File: config.mk
export PLATFORM = sky130hd
export DESIGN_NAME = tprl_recur
export DESIGN_NICKNAME = d
export VERILOG_FILES = /design/src/rtl/core/tprl_recur.sv
export SDC_FILE = /design/constraint.sdc
export NUM_CORES = 2
export LEC_CHECK = 0
export ABC_AREA = 0
export BUFFER_PORTS_ARGS = -buffer_cell sky130_fd_sc_hd__buf_2
export CORE_MARGIN = 3
export CORE_UTILIZATION = 67
export DETAILED_ROUTE_END_ITERATION = 6
export PLACE_DENSITY = 0.85
export SYNTH_ARGS = -nofsm -noshare
export SYNTH_HDL_FRONTEND = slang
export SYNTH_SLANG_ARGS = --single-unit
export TNS_END_PERCENT = 20
File: constraint.sdc
create_clock -name clk -period 11.12 [get_ports clk]
set_clock_uncertainty 0.1 [all_clocks]
set_input_delay 1.112 -clock clk [delete_from_list [all_inputs] [get_ports clk]]
set_output_delay 1.112 -clock clk [all_outputs]
set_load 0.005 [all_outputs]
File: src/rtl/core/tprl_recur.sv
// Feedback stage: subtracts the two feedback products from the scaled input,
// rounds, saturates and shifts the output history. No package dependency.
`timescale 1ns / 1ps

module tprl_recur #(
  parameter int SAMPLE_BITS    = 24,
  parameter int COEF_FRAC_BITS = 22
) (
  input  logic                                        clk,
  input  logic                                        rst,
  input  logic                                        load,
  input  logic signed [COEF_FRAC_BITS+SAMPLE_BITS+2:0] px,
  input  logic signed [COEF_FRAC_BITS+1:0]            coef_one,
  input  logic        [COEF_FRAC_BITS-1:0]            coef_two,
  output logic signed [SAMPLE_BITS-1:0]               y_out,
  output logic                                        clip_out
);

  localparam int SW    = SAMPLE_BITS;
  localparam int F     = COEF_FRAC_BITS;
  localparam int P1_W  = F + 2 + SW;
  localparam int P2_W  = F + 1 + SW;
  localparam int ACC_W = SW + F + 5;
  localparam int RW    = ACC_W - F;

  logic signed [SW-1:0]    y1;
  logic signed [SW-1:0]    y2;
  logic                    clip;
  logic signed [P1_W-1:0]  p1;
  logic signed [P2_W-1:0]  p2;
  logic signed [ACC_W-1:0] acc;
  logic signed [RW-1:0]    rnd;
  logic                    ovf;
  logic signed [SW-1:0]    y_next;

  assign p1 = P1_W'(coef_one) * P1_W'(y1);
  assign p2 = P2_W'($signed({1'b0, coef_two})) * P2_W'(y2);

  // round half up: add half an LSB, then floor through the arithmetic shift
  assign acc = ACC_W'(px) - ACC_W'(p1) - ACC_W'(p2)
             + (ACC_W'(1) <<< (F - 1));
  assign rnd = $signed(acc[ACC_W-1:F]);

  // out of range when the bits above the sample sign differ from it
  assign ovf = !((&rnd[RW-1:SW-1]) || !(|rnd[RW-1:SW-1]));

  always_comb begin
    if (!ovf) begin
      y_next = rnd[SW-1:0];
    end else if (rnd[RW-1]) begin
      y_next = {1'b1, {(SW-1){1'b0}}};
    end else begin
      y_next = {1'b0, {(SW-1){1'b1}}};
    end
  end

  always_ff @(posedge clk) begin
    if (rst) begin
      y1   <= '0;
      y2   <= '0;
      clip <= 1'b0;
    end else if (load) begin
      y2   <= y1;
      y1   <= y_next;
      clip <= ovf;
    end
  end

  assign y_out    = y1;
  assign clip_out = clip;

`ifndef ASSERT_OFF
  a_history_shift: assert property (@(posedge clk) disable iff (rst)
    load |=> (y2 == $past(y1)))
    else $error("output history did not shift on load");

  a_clip_at_rail: assert property (@(posedge clk) disable iff (rst)
    clip |-> ((y1 == {1'b1, {(SW-1){1'b0}}}) || (y1 == {1'b0, {(SW-1){1'b1}}})))
    else $error("clip flag set on a sample that is not at a rail");
`endif

endmodule

==> impl_metrics.sql <==
INSERT INTO impl_metrics (metric_group, metric, value, unit) VALUES
('status', 'outcome', 'completed', ''),
('logic_synthesis', 'synth-edff-count', '0', ''),
('logic_synthesis', 'syn_nets', '6722', ''),
('timing', 'tightestPinTransition', '1.24', 'ns'),
('timing', 'setup_viol', '0', ''),
('timing', 'max_freq', '95.7', 'MHz'),
('critical_path', 'cp_common_cell', 'sky130_fd_sc_hd__fa_1', ''),
('logic_synthesis', 'synth.lib_cells_used.distinct', '70', ''),
('timing', 'period_needed', '10.45', 'ns'),
('place', 'gp_congestion', '0.968', ''),
('logic_synthesis', 'syn-instance-count', '4990', ''),
('global_routing', 'antenna_found_initial', '1', ''),
('hold_path', 'timing.hold.worst_path_depth', '2', ''),
('floorplanning', 'dieArea', '72900', 'um2'),
('final_layout', 'area_growth_syn_to_layout', '3.17', '%'),
('clock_network', 'clock_tree.htree_level_count', '2', ''),
('critical_path', 'critPathBufInv', '7', ''),
('detailed_routing', 'routed_wirelength', '123', 'mm'),
('place', 'place_hpwl', '105', 'mm'),
('logic_synthesis', 'yosysMostFrequentCell', 'sky130_fd_sc_hd__inv_1', ''),
('timing', 'fin_crit_share', '94.0', '%'),
('global_routing', 'wire_length_of_the_first_global_routing_pass', '200', 'mm'),
('floorplanning', 'initial_utilization', '67.9', '%'),
('critical_path', 'timing.critical_path.slowest_cell_delay', '0.78', 'ns'),
('critical_path', 'cp_max_fo', '24', ''),
('detailed_routing', 'detailroute.via_count', '33200', ''),
('logic_synthesis', 'yosys.area_share.adder', '65.7', '%'),
('critical_path', 'critical_path.slowest_cell', 'sky130_fd_sc_hd__o32ai_1', ''),
('clock_network', 'cts_post_setup_buffers_inserted', '0', ''),
('logic_synthesis', 'yosys-top-cells-area', 'sky130_fd_sc_hd__fa_1 59%, sky130_fd_sc_hd__inv_1 12%, sky130_fd_sc_hd__ha_1 7.2%', ''),
('logic_synthesis', 'syn-mean-instance-area', '9.36', 'um2'),
('detailed_routing', 'drt.antenna.violating_nets', '0', ''),
('logic_synthesis', 'synthDominantCellAreaShare', '58.6', '%'),
('global_routing', 'grt_overflow', '0', ''),
('clock_network', 'tritoncts.num_buffers', '5', ''),
('critical_path', 'path_class', 'in -> reg', ''),
('logic_synthesis', 'mappedNetlistArea', '46700', 'um2'),
('critical_path', 'critPathRequiredTime', '11.22', 'ns'),
('logic_synthesis', 'yosys.area_share.xor_xnor', '0.806', '%'),
('clock_network', 'clock_tree_from_tritoncts', 'yes', ''),
('timing', 'setup_repair_after_global_routing_missed_its_margin', 'false', ''),
('final_layout', 'drive_gt1_share', '4.71', '%'),
('timing', 'timing.max_slew.rel_slack', '17.1', '%'),
('hold_path', 'hold_crit_path_type', 'reg -> reg', ''),
('logic_synthesis', 'synth_top_family_by_area', 'adder cells', ''),
('floorplanning', 'die_w', '270', 'um'),
('floorplanning', 'design.core.area', '68800', 'um2'),
('clock_network', 'cts.sink_count', '49', ''),
('logic_synthesis', 'dominantRegCellSynth', 'sky130_fd_sc_hd__dfxtp_1', ''),
('timing', 'setup-tns-final', '0', 'ns'),
('timing', 'timing.final.max_slew_violations', '0', ''),
('floorplanning', 'die_height', '270', 'um'),
('final_layout', 'final_nets', '6683', ''),
('flow_run', 'max_cap_viol_count', '0', ''),
('critical_path', 'critPathArrivalTime', '10.55', 'ns'),
('detailed_routing', 'drt-initial-drc-count', '2189', ''),
('critical_path', 'reg2regPathDepth', '27', ''),
('logic_synthesis', 'synthesis.yosys.warnings', '0', ''),
('logic_synthesis', 'fraction_of_the_mapped_netlist_area_in_compound_gates', '3.02', '%'),
('clock_network', 'cts.reportedPaths.clkPinSlew', '0.08', 'ns'),
('critical_path', 'crit_path_start_kind', 'primary input', ''),
('critical_path', 'critical_path.top_delay_family', 'adder cells', ''),
('clock_network', 'clkLatencyLatePin', '0.31', 'ns'),
('clock_network', 'post_cts_resize_count', '0', ''),
('detailed_routing', 'vias_per_cell', '5.64', ''),
('clock_network', 'cts_root_buffer', 'sky130_fd_sc_hd__clkbuf_16', ''),
('detailed_routing', 'route.detailed.wl_per_inst', '20.9', 'um'),
('place', 'portBuffers', '122', ''),
('global_routing', 'track_usage', '35.9', '%'),
('clock_network', 'cts-hold-fix-buffers', '0', ''),
('final_layout', 'fill_cells', '4953', '');
## cells by family after synthesis
kind of cell / count (synthesis)
muxes: 26
buffers and inverters: 1745
DFF: 49
adders and majority gates: 1634
AOI/OAI and AO/OA: 176
and+or+nand+nor: 1317
xor gates and xnor gates: 43
## sequential cells by signal (all words and copies together) (netlist names)
name      flops
clip_out      1
y2           24
y_out        24
## per-stage QoR
| step | instance area (um2) | utilization, % | hold slack (ns) | worst slack, ns | cells |
|---|---|---|---|---|---|
| finish | 48200 | 70.0 | 0.410 | 0.671 | 5884 |
| global route | 48200 | 70.0 | 0.451 | 0.325 | 5883 |
| CTS | 48200 | 70.0 | 0.412 | 0.917 | 5883 |
| detailed placement | 48000 | 69.8 | 0.393 | 0.584 | 5875 |
| global placement | 48000 | 69.8 | 0.380 | 0.681 | 5875 |
| floorplan | 46700 | - | 0.407 | 1.46 | 4990 |
## worst register-to-register path: stages (launching register included)
cell                      delay, ns
sky130_fd_sc_hd__dfxtp_1       1.14
sky130_fd_sc_hd__nand2_1       0.26
sky130_fd_sc_hd__inv_1         0.15
sky130_fd_sc_hd__fa_1          0.42
sky130_fd_sc_hd__inv_1         0.23
sky130_fd_sc_hd__fa_1          0.51
sky130_fd_sc_hd__inv_1         0.10
sky130_fd_sc_hd__fa_1          0.64
sky130_fd_sc_hd__fa_1          0.58
sky130_fd_sc_hd__inv_1         0.05
sky130_fd_sc_hd__fa_1          0.61
sky130_fd_sc_hd__fa_1          0.46
sky130_fd_sc_hd__fa_1          0.46
sky130_fd_sc_hd__fa_1          0.50
sky130_fd_sc_hd__inv_1         0.05
sky130_fd_sc_hd__fa_1          0.47
sky130_fd_sc_hd__inv_1         0.04
sky130_fd_sc_hd__ha_1          0.38
sky130_fd_sc_hd__a21o_1        0.20
sky130_fd_sc_hd__a21oi_1       0.38
sky130_fd_sc_hd__nand3_1       0.13
sky130_fd_sc_hd__o32ai_1       0.78
sky130_fd_sc_hd__o31ai_1       0.19
sky130_fd_sc_hd__xnor2_1       0.24
sky130_fd_sc_hd__and3_1        0.20
sky130_fd_sc_hd__nand3_1       0.09
sky130_fd_sc_hd__o22a_4        0.38
sky130_fd_sc_hd__a31o_1        0.28
## placed cells by master, fill, tap and decap left out, types with 2 or more instances in the layout
cell,count
sky130_fd_sc_hd__clkbuf_16,5
sky130_fd_sc_hd__o211ai_1,4
sky130_fd_sc_hd__a21o_1,17
sky130_fd_sc_hd__mux2i_1,26
sky130_fd_sc_hd__o21ai_0,25
sky130_fd_sc_hd__xor2_1,15
sky130_fd_sc_hd__a221oi_1,2
sky130_fd_sc_hd__inv_1,1514
sky130_fd_sc_hd__o2111ai_1,2
sky130_fd_sc_hd__o22ai_1,2
sky130_fd_sc_hd__buf_2,122
sky130_fd_sc_hd__nand3_1,18
sky130_fd_sc_hd__dfxtp_1,49
sky130_fd_sc_hd__nand4_1,12
sky130_fd_sc_hd__o21ai_1,3
sky130_fd_sc_hd__and3_1,3
sky130_fd_sc_hd__o41ai_4,2
sky130_fd_sc_hd__nor3_1,4
sky130_fd_sc_hd__fa_1,1367
sky130_fd_sc_hd__nand2b_1,5
sky130_fd_sc_hd__xnor2_1,28
sky130_fd_sc_hd__a211oi_1,5
sky130_fd_sc_hd__nor2_1,94
sky130_fd_sc_hd__o2bb2ai_2,21
sky130_fd_sc_hd__or3_1,2
sky130_fd_sc_hd__a31oi_1,8
sky130_fd_sc_hd__nor2b_1,25
sky130_fd_sc_hd__a21oi_1,46
sky130_fd_sc_hd__o21bai_1,3
sky130_fd_sc_hd__o31ai_1,3
sky130_fd_sc_hd__o21a_1,11
sky130_fd_sc_hd__o2bb2ai_1,2
sky130_fd_sc_hd__ha_1,267
sky130_fd_sc_hd__o221ai_1,2
sky130_fd_sc_hd__buf_4,63
sky130_fd_sc_hd__nand3b_1,2
sky130_fd_sc_hd__and2_1,485
sky130_fd_sc_hd__nand2_1,656
## per-layer routing
metal  vias up  wire length [um]  track usage, %  part of all wire [%]
li1      13800                 -               -                     -
met1     17100             38400            38.7                    31
met2      1635             63900            63.7                    52
met3       602              7310            3.68                   6.0
met4         0             13200            30.1                    11
met5         -                 0               0                     0
## path summary, 6_finish.rpt
check	start	end	slack, ns
max reg2reg	y_out[8]	clip_out	1.01
max	coef_one[23]	clip_out	0.67
min	y2[12]	y2[12]	0.41
min reg2reg	y2[12]	y2[12]	0.41
## cell type report
cell class                      count  area, um2  area share [%]
Multi-Input combinational cell   3196      39100            81.2
Inverter                         1514       5680            11.8
Tap cell                          931       1160            2.42
Timing Repair Buffer              185       1080            2.25
Sequential cell                    49        981            2.04
Clock buffer                        5        125           0.260
Clock inverter                      3       21.3          0.0441
Antenna cell                        1       2.50         0.00519
Power is not shown: default switching activity piles up to over one toggle a cycle in this logic, so the estimate is an artifact.
